**config.mk**
```make
export PLATFORM = sky130hd
export DESIGN_NAME = heat_equation_1d_explicit_step
export DESIGN_NICKNAME = d
export VERILOG_FILES = /design/src/he1d_pkg.sv /design/src/he1d_queue.sv /design/src/he1d_front.sv /design/src/he1d_back.sv /design/src/heat_equation_1d_explicit_step.sv
export SDC_FILE = /design/constraint.sdc
export NUM_CORES = 2
export LEC_CHECK = 0
export ABC_AREA = 1
export BUFFER_PORTS_ARGS = -buffer_cell sky130_fd_sc_hd__clkbuf_2
export CAP_MARGIN = 40
export CORE_ASPECT_RATIO = 0.5
export CORE_MARGIN = 5
export CORE_UTILIZATION = 55
export CTS_BUF_LIST = sky130_fd_sc_hd__clkbuf_8
export DETAILED_ROUTE_END_ITERATION = 10
export PLACE_DENSITY = 0.81
export SYNTH_ARGS = -nofsm -noshare
export SYNTH_HDL_FRONTEND = slang
export SYNTH_SLANG_ARGS = --single-unit
```
**constraint.sdc**
```tcl
create_clock -name aclk -period 10.9 [get_ports aclk]
set_input_delay 0.545 -clock aclk [delete_from_list [all_inputs] [get_ports aclk]]
set_output_delay 0.545 -clock aclk [all_outputs]
set_load 0.01 [all_outputs]
```
**src/he1d_pkg.sv**
```systemverilog
// Shared types and constants of the one-dimensional explicit heat equation step block.
package he1d_pkg;

    // Fixed field widths.
    localparam int POS_W      = 6;
    localparam int RATIO_W    = 15;
    localparam int CFG_IDX_W  = 2;
    localparam int CFG_DATA_W = 15;

    // Defaults for the top level parameters.
    localparam int DEFAULT_MAX_NODES   = 64;
    localparam int DEFAULT_SAMPLE_BITS = 24;

    // Largest interior node count for which the last row position still fits in POS_W bits.
    localparam int MAX_INTERIOR = (2 ** POS_W) - 2;

    // Depth of the queue between the front and the back.
    localparam int QUEUE_DEPTH = 2;

    // Fixed-point rounding of the ratio product (ratio is unsigned Q0.16, held in 15 bits).
    localparam int FRAC_BITS  = 16;
    localparam int ROUND_HALF = 2 ** (FRAC_BITS - 1);

    // Register reset values.
    localparam logic [RATIO_W-1:0] RATIO_RESET = RATIO_W'(8192);
    localparam logic [POS_W-1:0]   NODES_RESET = POS_W'(62);

    // Register indexes.
    localparam logic [CFG_IDX_W-1:0] REG_DIFFUSION_RATIO = CFG_IDX_W'(0);
    localparam logic [CFG_IDX_W-1:0] REG_INTERIOR_NODES  = CFG_IDX_W'(1);

    // Command codes.
    localparam logic CMD_LOAD = 1'b0;
    localparam logic CMD_STEP = 1'b1;

    // Decoded request as it travels from the front to the back.
    typedef struct packed {
        logic             is_step;
        logic             in_range;
        logic [POS_W-1:0] addr;
    } cmd_ctrl_t;

endpackage

```
**src/he1d_queue.sv**
```systemverilog
// Short first-in first-out queue between the request front and the execution back.
module he1d_queue
    import he1d_pkg::*;
#(
    parameter int WIDTH = 32,
    parameter int DEPTH = QUEUE_DEPTH
) (
    input  logic             aclk,
    input  logic             aresetn,
    input  logic             push,
    input  logic [WIDTH-1:0] push_data,
    output logic             full,
    input  logic             pop,
    output logic [WIDTH-1:0] pop_data,
    output logic             not_empty
);

    localparam int PTR_W = (DEPTH > 1) ? $clog2(DEPTH) : 1;
    localparam int CNT_W = $clog2(DEPTH + 1);

    logic [WIDTH-1:0] slot_reg [DEPTH];
    logic [PTR_W-1:0] wr_ptr_reg, wr_ptr_next;
    logic [PTR_W-1:0] rd_ptr_reg, rd_ptr_next;
    logic [CNT_W-1:0] count_reg, count_next;

    assign full      = (count_reg == CNT_W'(DEPTH));
    assign not_empty = (count_reg != '0);
    assign pop_data  = slot_reg[rd_ptr_reg];

    always_comb begin
        wr_ptr_next = wr_ptr_reg;
        rd_ptr_next = rd_ptr_reg;
        count_next  = count_reg;
        if (push) begin
            wr_ptr_next = (wr_ptr_reg == PTR_W'(DEPTH - 1)) ? '0 : wr_ptr_reg + PTR_W'(1);
        end
        if (pop) begin
            rd_ptr_next = (rd_ptr_reg == PTR_W'(DEPTH - 1)) ? '0 : rd_ptr_reg + PTR_W'(1);
        end
        if (push && !pop) begin
            count_next = count_reg + CNT_W'(1);
        end else if (pop && !push) begin
            count_next = count_reg - CNT_W'(1);
        end
    end

    always_ff @(posedge aclk) begin
        if (!aresetn) begin
            wr_ptr_reg <= '0;
            rd_ptr_reg <= '0;
            count_reg  <= '0;
        end else begin
            wr_ptr_reg <= wr_ptr_next;
            rd_ptr_reg <= rd_ptr_next;
            count_reg  <= count_next;
        end
    end

    always_ff @(posedge aclk) begin
        if (push) begin
            slot_reg[wr_ptr_reg] <= push_data;
        end
    end

endmodule

```
**src/he1d_front.sv**
```systemverilog
// Request front: accepts input requests, tracks the load position and decodes each request.
module he1d_front
    import he1d_pkg::*;
#(
    parameter int MAX_NODES   = DEFAULT_MAX_NODES,
    parameter int SAMPLE_BITS = DEFAULT_SAMPLE_BITS
) (
    input  logic                          aclk,
    input  logic                          aresetn,
    input  logic                          s_valid,
    output logic                          s_ready,
    input  logic                          s_command,
    input  logic signed [SAMPLE_BITS-1:0] s_sample,
    input  logic                          accept_en,
    input  logic [POS_W-1:0]              row_last,
    input  logic                          q_full,
    output logic                          q_push,
    output cmd_ctrl_t                     q_ctrl,
    output logic signed [SAMPLE_BITS-1:0] q_sample
);

    logic [POS_W-1:0] load_pos_reg, load_pos_next;
    logic [POS_W:0]   load_pos_inc;

    assign s_ready  = accept_en && !q_full;
    assign q_push   = s_valid && s_ready;
    assign q_sample = s_sample;

    always_comb begin
        q_ctrl.is_step  = (s_command == CMD_STEP);
        q_ctrl.in_range = (32'(load_pos_reg) < MAX_NODES);
        q_ctrl.addr     = load_pos_reg;
    end

    // The position wraps to zero once it passes the right boundary of the row.
    always_comb begin
        load_pos_inc  = {1'b0, load_pos_reg} + (POS_W + 1)'(1);
        load_pos_next = load_pos_reg;
        if (q_push && (s_command == CMD_LOAD)) begin
            load_pos_next = (load_pos_inc > {1'b0, row_last}) ? '0 : load_pos_inc[POS_W-1:0];
        end
    end

    always_ff @(posedge aclk) begin
        if (!aresetn) begin
            load_pos_reg <= '0;
        end else begin
            load_pos_reg <= load_pos_next;
        end
    end

endmodule

```
**src/he1d_back.sv**
```systemverilog
// Execution back: row memory, reset clearing pass, load writes and the pipelined row sweep.
module he1d_back
    import he1d_pkg::*;
#(
    parameter int MAX_NODES   = DEFAULT_MAX_NODES,
    parameter int SAMPLE_BITS = DEFAULT_SAMPLE_BITS
) (
    input  logic                          aclk,
    input  logic                          aresetn,
    input  logic                          q_valid,
    output logic                          q_pop,
    input  cmd_ctrl_t                     q_ctrl,
    input  logic signed [SAMPLE_BITS-1:0] q_sample,
    input  logic [RATIO_W-1:0]            ratio,
    input  logic [POS_W-1:0]              row_last,
    output logic                          clearing,
    output logic                          m_valid,
    input  logic                          m_ready,
    output logic signed [SAMPLE_BITS-1:0] m_temperature,
    output logic [POS_W-1:0]              m_node_index,
    output logic                          m_row_end
);

    localparam int AW = (MAX_NODES > 1) ? $clog2(MAX_NODES) : 1;
    localparam int CW = POS_W + 1;
    localparam int DW = SAMPLE_BITS + 2;
    localparam int PW = DW + RATIO_W + 1;

    localparam logic [1:0] ST_CLEAR = 2'd0;
    localparam logic [1:0] ST_IDLE  = 2'd1;
    localparam logic [1:0] ST_STEP  = 2'd2;

    logic signed [SAMPLE_BITS-1:0] mem [MAX_NODES];

    logic [1:0]    state_reg, state_next;
    logic [AW-1:0] clr_cnt_reg, clr_cnt_next;
    logic          issue_reg, issue_next;
    logic [CW-1:0] rd_cnt_reg, rd_cnt_next;
    logic [CW-1:0] sweep_end;
    logic [AW-1:0] rd_addr;
    logic          adv;

    logic                   mem_we;
    logic [AW-1:0]          mem_wa;
    logic signed [SAMPLE_BITS-1:0] mem_wd;

    // Pipeline stages of the sweep.
    logic                          v1_reg, v2_reg, v3_reg, v4_reg;
    logic [CW-1:0]                 k1_reg, k2_reg;
    logic signed [SAMPLE_BITS-1:0] rd_data_reg;
    logic signed [SAMPLE_BITS-1:0] wl_reg, wc_reg, wr_reg;
    logic signed [DW-1:0]          d3_reg;
    logic signed [SAMPLE_BITS-1:0] c3_reg, c4_reg;
    logic [POS_W-1:0]              j3_reg, j4_reg;
    logic                          zero3_reg, zero4_reg;
    logic                          end3_reg, end4_reg;
    logic signed [PW-1:0]          prod4_reg;
    logic signed [PW-1:0]          rounded;
    logic signed [PW-1:0]          scaled;
    logic signed [SAMPLE_BITS-1:0] new_value;

    logic                          out_valid_reg;
    logic signed [SAMPLE_BITS-1:0] out_temp_reg;
    logic [POS_W-1:0]              out_idx_reg;
    logic                          out_end_reg;

    assign adv       = !out_valid_reg || m_ready;
    assign q_pop     = (state_reg == ST_IDLE) && q_valid;
    assign clearing  = (state_reg == ST_CLEAR);
    assign sweep_end = CW'(row_last) + CW'(1);
    assign rd_addr   = (32'(rd_cnt_reg) < MAX_NODES) ? AW'(rd_cnt_reg) : '0;

    assign rounded   = prod4_reg + PW'(ROUND_HALF);
    assign scaled    = rounded >>> FRAC_BITS;
    assign new_value = zero4_reg ? '0 : c4_reg + SAMPLE_BITS'(scaled);

    always_comb begin
        state_next   = state_reg;
        clr_cnt_next = clr_cnt_reg;
        issue_next   = issue_reg;
        rd_cnt_next  = rd_cnt_reg;
        mem_we       = 1'b0;
        mem_wa       = '0;
        mem_wd       = '0;
        unique case (state_reg)
            ST_CLEAR: begin
                mem_we       = 1'b1;
                mem_wa       = clr_cnt_reg;
                clr_cnt_next = clr_cnt_reg + AW'(1);
                if (clr_cnt_reg == AW'(MAX_NODES - 1)) begin
                    state_next = ST_IDLE;
                end
            end
            ST_IDLE: begin
                if (q_pop && q_ctrl.is_step) begin
                    state_next  = ST_STEP;
                    issue_next  = 1'b1;
                    rd_cnt_next = '0;
                end else if (q_pop && q_ctrl.in_range) begin
                    mem_we = 1'b1;
                    mem_wa = AW'(q_ctrl.addr);
                    mem_wd = q_sample;
                end
            end
            ST_STEP: begin
                if (adv && issue_reg) begin
                    rd_cnt_next = rd_cnt_reg + CW'(1);
                    if (rd_cnt_reg == sweep_end) begin
                        issue_next = 1'b0;
                    end
                end
                if (adv && v4_reg) begin
                    mem_we = 1'b1;
                    mem_wa = AW'(j4_reg);
                    mem_wd = new_value;
                    if (end4_reg) begin
                        state_next = ST_IDLE;
                    end
                end
            end
            default: begin
                state_next = ST_IDLE;
            end
        endcase
    end

    always_ff @(posedge aclk) begin
        if (!aresetn) begin
            state_reg     <= ST_CLEAR;
            clr_cnt_reg   <= '0;
            issue_reg     <= 1'b0;
            rd_cnt_reg    <= '0;
            v1_reg        <= 1'b0;
            v2_reg        <= 1'b0;
            v3_reg        <= 1'b0;
            v4_reg        <= 1'b0;
            out_valid_reg <= 1'b0;
        end else begin
            state_reg   <= state_next;
            clr_cnt_reg <= clr_cnt_next;
            issue_reg   <= issue_next;
            rd_cnt_reg  <= rd_cnt_next;
            if (adv) begin
                v1_reg        <= issue_reg;
                v2_reg        <= v1_reg && (k1_reg != '0);
                v3_reg        <= v2_reg;
                v4_reg        <= v3_reg;
                out_valid_reg <= v4_reg;
            end
        end
    end

    // Row memory: one write port, one registered read port.
    always_ff @(posedge aclk) begin
        if (mem_we) begin
            mem[mem_wa] <= mem_wd;
        end
        if (adv && issue_reg) begin
            rd_data_reg <= mem[rd_addr];
        end
    end

    // Window of three old values, then difference, product and final sum.
    always_ff @(posedge aclk) begin
        if (adv) begin
            k1_reg <= rd_cnt_reg;
            if (v1_reg) begin
                wl_reg <= wc_reg;
                wc_reg <= wr_reg;
                wr_reg <= rd_data_reg;
            end
            k2_reg    <= k1_reg;
            d3_reg    <= DW'(wl_reg) + DW'(wr_reg) - (DW'(wc_reg) <<< 1);
            c3_reg    <= wc_reg;
            j3_reg    <= POS_W'(k2_reg - CW'(1));
            zero3_reg <= (k2_reg == CW'(1)) || (k2_reg == sweep_end);
            end3_reg  <= (k2_reg == sweep_end);
            prod4_reg <= $signed({1'b0, ratio}) * d3_reg;
            c4_reg    <= c3_reg;
            j4_reg    <= j3_reg;
            zero4_reg <= zero3_reg;
            end4_reg  <= end3_reg;
            if (v4_reg) begin
                out_temp_reg <= new_value;
                out_idx_reg  <= j4_reg;
                out_end_reg  <= end4_reg;
            end
        end
    end

    assign m_valid       = out_valid_reg;
    assign m_temperature = out_temp_reg;
    assign m_node_index  = out_idx_reg;
    assign m_row_end     = out_end_reg;

    a_result_from_sweep: assert property (@(posedge aclk) disable iff (!aresetn)
        $rose(out_valid_reg) |-> ($past(state_reg) == ST_STEP))
        else $error("result appeared outside a row sweep");

    a_idle_pipeline_empty: assert property (@(posedge aclk) disable iff (!aresetn)
        (state_reg == ST_IDLE) |-> !(issue_reg || v1_reg || v2_reg || v3_reg || v4_reg))
        else $error("sweep pipeline not empty in idle");

    a_row_end_position: assert property (@(posedge aclk) disable iff (!aresetn)
        (v4_reg && end4_reg) |-> (j4_reg == row_last))
        else $error("row end mark on the wrong node");

    a_clear_quiet: assert property (@(posedge aclk) disable iff (!aresetn)
        (state_reg == ST_CLEAR) |-> (!out_valid_reg && !q_pop))
        else $error("activity during the clearing pass");

endmodule

```
**src/heat_equation_1d_explicit_step.sv**
```systemverilog
// Top level of the one-dimensional explicit heat equation step block.
// This block keeps one row of temperatures (left boundary, interior nodes, right boundary)
// in an on-chip memory and advances it by explicit forward-time centred-space steps.
// A load request (command 0) writes its sample at the current load position, which then
// advances and wraps to zero after the right boundary. A step request (command 1) replaces
// every interior node by r*left + (1-2r)*centre + r*right of the old row, rounded to nearest
// with ties upward, forces both boundaries to zero and emits the whole new row left to right,
// one result per node, with row_end set on the last node. After reset the memory is cleared
// one entry per cycle, and no request is accepted during the clearing pass. A load request
// is written into the memory as it leaves the queue. A row holds interior_nodes + 2 nodes.
// A step is paced by the single read port of the row memory, which delivers one old value
// per cycle, while the result side does not stall, to the five-stage sweep pipeline. A
// two-entry queue sits between the request side and the execution side, so up to two
// requests can be taken while a sweep runs. The result leaves through a registered output
// stage; while a result waits to be taken, the whole sweep pipeline holds, so a result
// stall lengthens the step. Configuration writes (index 0: diffusion ratio, index 1:
// interior node count) take effect at once and must only be issued while the block is idle.
module heat_equation_1d_explicit_step
    import he1d_pkg::*;
#(
    parameter int MAX_NODES   = DEFAULT_MAX_NODES,
    parameter int SAMPLE_BITS = DEFAULT_SAMPLE_BITS
) (
    input  logic                          aclk,
    input  logic                          aresetn,
    // Configuration write port.
    input  logic                          cfg_wr_en,
    input  logic [CFG_IDX_W-1:0]          cfg_index,
    input  logic [CFG_DATA_W-1:0]         cfg_data,
    // Input request channel.
    input  logic                          s_valid,
    output logic                          s_ready,
    input  logic                          s_command,
    input  logic signed [SAMPLE_BITS-1:0] s_sample,
    // Result channel.
    output logic                          m_valid,
    input  logic                          m_ready,
    output logic signed [SAMPLE_BITS-1:0] m_temperature,
    output logic [POS_W-1:0]              m_node_index,
    output logic                          m_row_end
);

    localparam int NODE_LIMIT = (MAX_NODES - 2 < MAX_INTERIOR) ? MAX_NODES - 2 : MAX_INTERIOR;
    localparam int QW         = $bits(cmd_ctrl_t) + SAMPLE_BITS;

    logic [RATIO_W-1:0] ratio_reg, ratio_next;
    logic [POS_W-1:0]   nodes_reg, nodes_next;
    logic [POS_W-1:0]   nodes_active;
    logic [POS_W-1:0]   row_last;

    logic                          clearing;
    logic                          q_full;
    logic                          q_push;
    logic                          q_pop;
    logic                          q_not_empty;
    cmd_ctrl_t                     front_ctrl;
    logic signed [SAMPLE_BITS-1:0] front_sample;
    logic [QW-1:0]                 q_out;
    cmd_ctrl_t                     back_ctrl;
    logic signed [SAMPLE_BITS-1:0] back_sample;

    // Configuration registers. Unknown indexes are ignored.
    always_comb begin
        ratio_next = ratio_reg;
        nodes_next = nodes_reg;
        if (cfg_wr_en) begin
            unique case (cfg_index)
                REG_DIFFUSION_RATIO: ratio_next = cfg_data[RATIO_W-1:0];
                REG_INTERIOR_NODES:  nodes_next = cfg_data[POS_W-1:0];
                default: begin
                end
            endcase
        end
    end

    always_ff @(posedge aclk) begin
        if (!aresetn) begin
            ratio_reg <= RATIO_RESET;
            nodes_reg <= NODES_RESET;
        end else begin
            ratio_reg <= ratio_next;
            nodes_reg <= nodes_next;
        end
    end

    // A count of zero acts as one interior node, and the count is capped so that the
    // whole row, boundaries included, fits in the memory.
    always_comb begin
        if (nodes_reg == '0) begin
            nodes_active = POS_W'(1);
        end else if (nodes_reg > POS_W'(NODE_LIMIT)) begin
            nodes_active = POS_W'(NODE_LIMIT);
        end else begin
            nodes_active = nodes_reg;
        end
        row_last = nodes_active + POS_W'(1);
    end

    he1d_front #(
        .MAX_NODES  (MAX_NODES),
        .SAMPLE_BITS(SAMPLE_BITS)
    ) u_front (
        .aclk     (aclk),
        .aresetn  (aresetn),
        .s_valid  (s_valid),
        .s_ready  (s_ready),
        .s_command(s_command),
        .s_sample (s_sample),
        .accept_en(!clearing),
        .row_last (row_last),
        .q_full   (q_full),
        .q_push   (q_push),
        .q_ctrl   (front_ctrl),
        .q_sample (front_sample)
    );

    he1d_queue #(
        .WIDTH(QW),
        .DEPTH(QUEUE_DEPTH)
    ) u_queue (
        .aclk     (aclk),
        .aresetn  (aresetn),
        .push     (q_push),
        .push_data({front_ctrl, front_sample}),
        .full     (q_full),
        .pop      (q_pop),
        .pop_data (q_out),
        .not_empty(q_not_empty)
    );

    assign back_ctrl   = q_out[QW-1:SAMPLE_BITS];
    assign back_sample = q_out[SAMPLE_BITS-1:0];

    he1d_back #(
        .MAX_NODES  (MAX_NODES),
        .SAMPLE_BITS(SAMPLE_BITS)
    ) u_back (
        .aclk         (aclk),
        .aresetn      (aresetn),
        .q_valid      (q_not_empty),
        .q_pop        (q_pop),
        .q_ctrl       (back_ctrl),
        .q_sample     (back_sample),
        .ratio        (ratio_reg),
        .row_last     (row_last),
        .clearing     (clearing),
        .m_valid      (m_valid),
        .m_ready      (m_ready),
        .m_temperature(m_temperature),
        .m_node_index (m_node_index),
        .m_row_end    (m_row_end)
    );

endmodule
```
After elaboration in Yosys (flattened, before gate mapping)
Memory sizes are Yosys's and may differ from the RTL's. A register that Yosys moved wholly into a read port is not among the register bits.
Index checks and enable logic that the tools add are counted.
- bits in registers: 299
- latch bits: 0
- bits in writable memories: 1598
- ROM bits: 0
- input bits: 47
- logic and storage cells: 139
- memories kept: 2
- add/sub/neg operators: 14
- $mul: 1
- div/mod/pow operators: 0
- $lt $le $gt $ge: 3
- eq/ne operators: 14
- shift-type cells: 0
- multiplexer cells: 39
- bitwise gates (word level): 1
- reduce and logical (&&, ||, !) cells: 32
- memory list (name ; words ; bits a word ; read ports ; clocked after Yosys merged registers in ; wr ports ; RTL line ; text):
    u_back.mem ; 64 ; 24 ; 1 ; 1 ; 1 ; he1d_back.sv:33 ; logic signed [SAMPLE_BITS-1:0] mem [MAX_NODES];
    u_queue.slot_reg ; 2 ; 31 ; 1 ; 1 ; 1 ; he1d_queue.sv:21 ; logic [WIDTH-1:0] slot_reg [DEPTH];
- operator list (cell ; number):
    24-bit 2-to-1 mux ; 4
    24-bit one-hot mux with 2 select lines ; 1
    6-bit 2-to-1 mux ; 7
    40-bit by 17-bit adder with 40-bit output (second input constant) ; 1
    16-bit by 26-bit multiplier with 40-bit output ; 1
    25-bit by 25-bit subtractor with 26-bit output ; 1
    24-bit by 24-bit adder with 25-bit output ; 1
    24-bit adder ; 1
    6-bit one-hot mux with 3 select lines ; 1
    6-bit by 1-bit adder with 7-bit output (second input constant) ; 2
    7-bit equality test ; 2
    1-bit 2-to-1 mux ; 14
    7-bit 2-to-1 mux ; 2
    7-bit one-hot mux with 2 select lines ; 1
    6-bit by 1-bit adder with 6-bit output (second input constant) ; 2
    2-bit 2-to-1 mux ; 6
    1-bit logical AND ; 10
    2-bit by 1-bit != test with 1-bit output (second input constant) ; 5
    2-bit AND reduction ; 4
    4-bit AND reduction ; 2
    7-bit by 1-bit adder with 7-bit output (second input constant) ; 1
    7-bit by 1-bit equality test with 1-bit output (second input constant) ; 1
    7-bit by 6-bit greater-than comparator with 1-bit output ; 1
    7-bit < comparator (second input constant) ; 1
    other kinds (21) ; 32

Logic depth before layout (Yosys ltp)
- depth after elaboration: 9
- depth in mapped cells: 27
- mapped depth without buffers: 25

Hierarchy
A second synthesis with hierarchy kept.
- cells, all modules: 7976
- area, all modules: 94997.4 µm²
- modules (own cells, without submodules) (module ; times used ; cells each ; area each (µm²) ; seq. area each (µm²)):
    he1d_back ; 1 ; 7625 ; 90709.5 ; 54232.0
    he1d_queue ; 1 ; 135 ; 2693.8 ; 2021.9
    heat_equation_1d_explicit_step ; 1 ; 118 ; 888.4 ; 420.4
    he1d_front ; 1 ; 98 ; 705.7 ; 120.1

Least setup slack after synthesis
Ideal clock, no wire load.
- path kind: register -> register
- start point: register u_back.d3_reg[25]
- end point: register u_back.prod4_reg[39], data pin
- data arrival time: 5.468 ns
- data required time: 10.648 ns
- setup slack: 5.180 ns
- stages on the path, launching flop included: 22
- path through: edfxtp_1 > clkbuf_1 > nand2_1 > fa_1 > fa_1 > inv_1 > fa_1 > fa_1 > fa_1 > inv_1 > fa_1 > inv_1 > ha_1 > a21oi_1 > o21ai_0 > nand2_1 > o211ai_1 > a31oi_1 > nand2_1 > a31oi_1 > or2_2 > nand2_1
- longest elaborated chain between the ends: 1
- RTL lines (what ; RTL line ; text):
    from (decl) ; he1d_back.sv:52 ; logic signed [DW-1:0] d3_reg;
    from (signal assigned) ; he1d_back.sv:173 ; d3_reg <= DW'(wl_reg) + DW'(wr_reg) - (DW'(wc_reg) <<< 1);
    16-bit by 26-bit multiplier with 40-bit output ; he1d_back.sv:178 ; prod4_reg <= $signed({1'b0, ratio}) * d3_reg;
    to (signal assigned) ; he1d_back.sv:178 ;
    to (decl) ; he1d_back.sv:57 ; logic signed [PW-1:0] prod4_reg;
Every way passes these cells.
A chain may end at the register's enable or synchronous reset.

Worst setup path after layout
- start point: register ratio_reg[1]
- end point: register u_back.prod4_reg[39], data pin
- longest elaborated chain between the ends: 1
- RTL lines (what ; RTL line ; text):
    from (decl) ; heat_equation_1d_explicit_step.sv:46 ; logic [RATIO_W-1:0] ratio_reg, ratio_next;
    from (signal assigned) ; heat_equation_1d_explicit_step.sv:81 ; ratio_reg <= ratio_next;
    16-bit by 26-bit multiplier with 40-bit output ; he1d_back.sv:178 ;
Every way passes these cells.

==> impl_results.md <==
- Status: finished clean
- Tot GR Track Use: 26.57%
- FP Rows: 105
- Number of synthesized flops with an enable pin: 1854
- Final hold vios: 0
- Hold depth: 3
- Storage cell area: 56740 sq um
- HP Class: input pin to flop
- CTS tree: built
- Initial DRC Count: 8478
- Wirelength per Cell: 22.61 um
- Static leakage: 40.28 nW
- Seq pwr share: 39.9%
- First-pass iteration count of the detailed router: 8
- Final Critical Period: 6.335 ns
- Remaining DRCs: 0
- Cell area after synthesis: 91600 sq um
- Final period utilization: 58.12%
- Vias per Instance: 5.986
- Mux share of post-synthesis cell area: 0.3388%
- Initial Util: 55.60%
- PD cells: 226.7 nW/um^2
- Max-slew violations: 0
- Synth Flop Type: edfxtp_1
- Switching Power: 8.759 mW
- Clock Latency Late Sink: 1.05 ns
- Clock power frac: 23.0%
- Placed cell areas: 94880 sq um
- Clk slew on worst S/H paths: 0.07 ns
- Slew at the pin closest to its max-slew limit: 1.180 ns
- Die Footprint: 175300 sq um
- Compound-Gate Fraction of Synth Area: 8.801%
- CP endpoint kind: flop
- Clk buf depth: 4
- H-tree levels: 5
- Unrepaired setup endpoints after global routing: false
- Core area: 164700 sq um
- Crit-path max FO: 21
- R2R setup slack: 4.56 ns
- Maximum VDD drop: 0.2559 mV
- Final TNS setup: 0 ns
- Yosys warning total: 0
- Chip Height: 298.6 um
- Simple-gate share of the synthesized area: 11.64%
- Fin nets: 8731
- Worst r2r src: ratio_reg[1]$_SDFFE_PN0P_
- Worst slew margin: 21.37%
- Reg2Reg Depth: 21
- Synth Area in Adders: 10.69%
- Area delta synth->final: 9.344%
- WL final: 237.7 mm
- Initial antenna violation count: 4
- Final setup fails: 0
- DP Worst Slack: 4.551 ns
- Netlist cell types: 53
- CTS root buffer: clkbuf_8
- DR vias: 62920
- Internal power: 13.95 mW
- CP Class: flop to flop
- Net Count, Synth: 8601
- Comb pwr share: 37.1%
- Clock skew: 0.1181 ns
- Largest register FFs: 1536
- Clock sinks: 1907
- Seq/Total Area, Yosys: 61.94%
- Port bufs: 79
- Overall power: 22.71 mW
- Cells after Synth: 8004
- Startpoint Class: flop
- RR Endpoint: u_back.prod4_reg[39]$_DFFE_PN_
- Largest net degree at the start of global routing: 193
- Critical Path AT: 7.08 ns
- CTS resizes: 0
- Max Fclk: 157.8 MHz
- First-pass GRT wire length: 361.0 mm
- Post-route ant nets: 0
- Post-DP HPWL: 141.4 mm
- Most common cell after layout, fill and taps aside: nand2_1
- Sw Ratio: 38.57%
- Share of cells above drive strength 1: 8.459%
- Synth Area in XOR/XNOR: 1.023%
- Avg Inst Size Synth: 11.44 sq um
- Grt ovf: 0
- DP Cell Count: 9999
- Routability congestion estimate: 0.9385
- I/O pins: 80
- Most frequent cells in the layout: 1901 x nand2_1, 1854 x edfxtp_1, 941 x inv_1
- Ys async rst share: 0%
- Layout Cells excl Fill: 10512
- Min-delay src: s_valid
- Post-route cell area: 100200 sq um
- Main combinational cell family by area after synthesis: simple AND/OR/NAND/NOR gates
- Die span in x: 587.1 um
- #FFs+latches synth: 1907
- Hold Path End: u_queue.wr_ptr_reg$_SDFFE_PN0P_
- Fillers: 12111
- Area of the multi-input gates: 30280 sq um
- Number of CTS-inserted buffers: 284
- Vias in the first global route: 62143
- Critical Path RT: 11.64 ns
- Max Cap Viol: 0
- Setup ws final: 4.565 ns
-- power groups by stage --
stage	clock (mW)	sequential (mW)	combinational, mW
after floorplan	0	8.89	5.90
after global placement	0	9.17	8.15
after detailed placement	0	9.19	8.23
after CTS	5.24	9.05	8.36
after global routing	5.60	9.08	9.35
final	5.21	9.07	8.43
-- worst max path at each step --
| stage | slack, ns | to | startpoint | cells past startpoint |
|---|---|---|---|---|
| 2_1_floorplan | 5.18 | u_back.prod4_reg[39]$_DFFE_PN_ | u_back.d3_reg[25]$_DFFE_PN_ | 21 |
| 3_3_place_gp | 4.54 | u_back.prod4_reg[32]$_DFFE_PN_ | ratio_reg[9]$_SDFFE_PN0P_ | 24 |
| 3_5_place_dp | 4.55 | u_back.prod4_reg[39]$_DFFE_PN_ | ratio_reg[1]$_SDFFE_PN0P_ | 21 |
| 4_1_cts | 4.60 | u_back.prod4_reg[39]$_DFFE_PN_ | ratio_reg[1]$_SDFFE_PN0P_ | 21 |
| 5_1_grt | 4.28 | u_back.prod4_reg[39]$_DFFE_PN_ | u_back.d3_reg[25]$_DFFE_PN_ | 20 |
| 6_report | 4.56 | u_back.prod4_reg[39]$_DFFE_PN_ | ratio_reg[1]$_SDFFE_PN0P_ | 21 |
-- logic make-up (layout without fill, tap and decap cells) --
logic type | count (synthesis) | after routing
flip-flops | 1907 | 1907
multiplexers | 28 | 28
buffers and inverters | 1294 | 1601
other | 0 | 8
adder cells (fa/ha/maj) | 550 | 550
AO/OA/AOI/OAI | 1477 | 1477
XOR/XNOR | 107 | 107
AND/OR/NAND/NOR | 2641 | 2641
-- through the flow --
stage | util (%) | hold WS, ns
2_1_floorplan | - | 0.4003
3_3_place_gp | 57.40 | 0.4009
3_5_place_dp | 57.59 | 0.4045
4_1_cts | 60.77 | 0.0005760
5_1_grt | 60.78 | 0.03498
6_report | 60.79 | 0.06780
-- cells in the mapped netlist (all sizes together), types with 2 or more instances --
| cell type | n | share of area, % |
|---|---|---|
| edfxtp | 1854 | 61 |
| fa | 388 | 8.5 |
| nor2 | 238 | 1.0 |
| a21oi | 731 | 4.0 |
| ha | 162 | 2.2 |
| a211oi | 4 | 0.033 |
| nand2 | 1903 | 7.8 |
| o31ai | 2 | 0.016 |
| clkbuf | 203 | 0.83 |
| nand3 | 221 | 1.2 |
| o21a | 5 | 0.041 |
| or2 | 5 | 0.034 |
| and3 | 6 | 0.041 |
| nor4 | 6 | 0.048 |
| o21bai | 9 | 0.074 |
| a221oi | 3 | 0.036 |
| inv | 867 | 3.6 |
| dfxtp | 53 | 1.2 |
| mux2 | 24 | 0.30 |
| nor3b | 5 | 0.046 |
| buf | 223 | 1.2 |
| nor3 | 231 | 1.3 |
| o21ai | 288 | 1.6 |
| a31oi | 23 | 0.16 |
| o211ai | 5 | 0.041 |
| o41ai | 2 | 0.019 |
| xor2 | 74 | 0.71 |
| o221ai | 2 | 0.019 |
| xnor2 | 33 | 0.32 |
| mux2i | 4 | 0.044 |
| nand4 | 24 | 0.16 |
| a21o | 16 | 0.13 |
| o22ai | 384 | 2.6 |
-- routing by layer --
metal / share of wire (%) / vias up / track usage [%]
met5: 0 / - / 0
met4: 4.8 / 0 / 12.59
met3: 11 / 705 / 5.484
met2: 47 / 4027 / 42.50
met1: 37 / 30422 / 35.21
li1: - / 27766 / -
-- final cells by class --
type                            count  share of cell area, %
Antenna cell                        8                0.01999
Clock buffer                      289                  3.971
Clock inverter                    174                 0.8495
Inverter                          868                  3.272
Multi-Input combinational cell   4803                  30.24
Sequential cell                  1907                  56.65
Tap cell                         2193                  2.740
Timing Repair Buffer              270                  2.259
-- worst max-delay path, stage by stage, from the launching register on --
cell      delay, ns
dfxtp_1        0.41
buf_4          0.32
nand2_1        0.19
fa_1           0.65
fa_1           0.73
inv_1          0.19
fa_1           0.49
fa_1           0.50
fa_1           0.49
inv_1          0.05
fa_1           0.47
inv_1          0.04
ha_1           0.34
a21oi_1        0.23
o21ai_0        0.14
nand2_1        0.09
o211ai_1       0.11
a31oi_1        0.17
nand2_1        0.07
a31oi_1        0.22
or2_2          0.16
nand2_1        0.04
-- repair_timing --
action	in CTS	in global routing
buffers inserted	0	0
endpoints found under the setup margin	0	0
hold endpoints to repair	75	0
hold buffers	41	0
(Power assumes the default switching activity.)
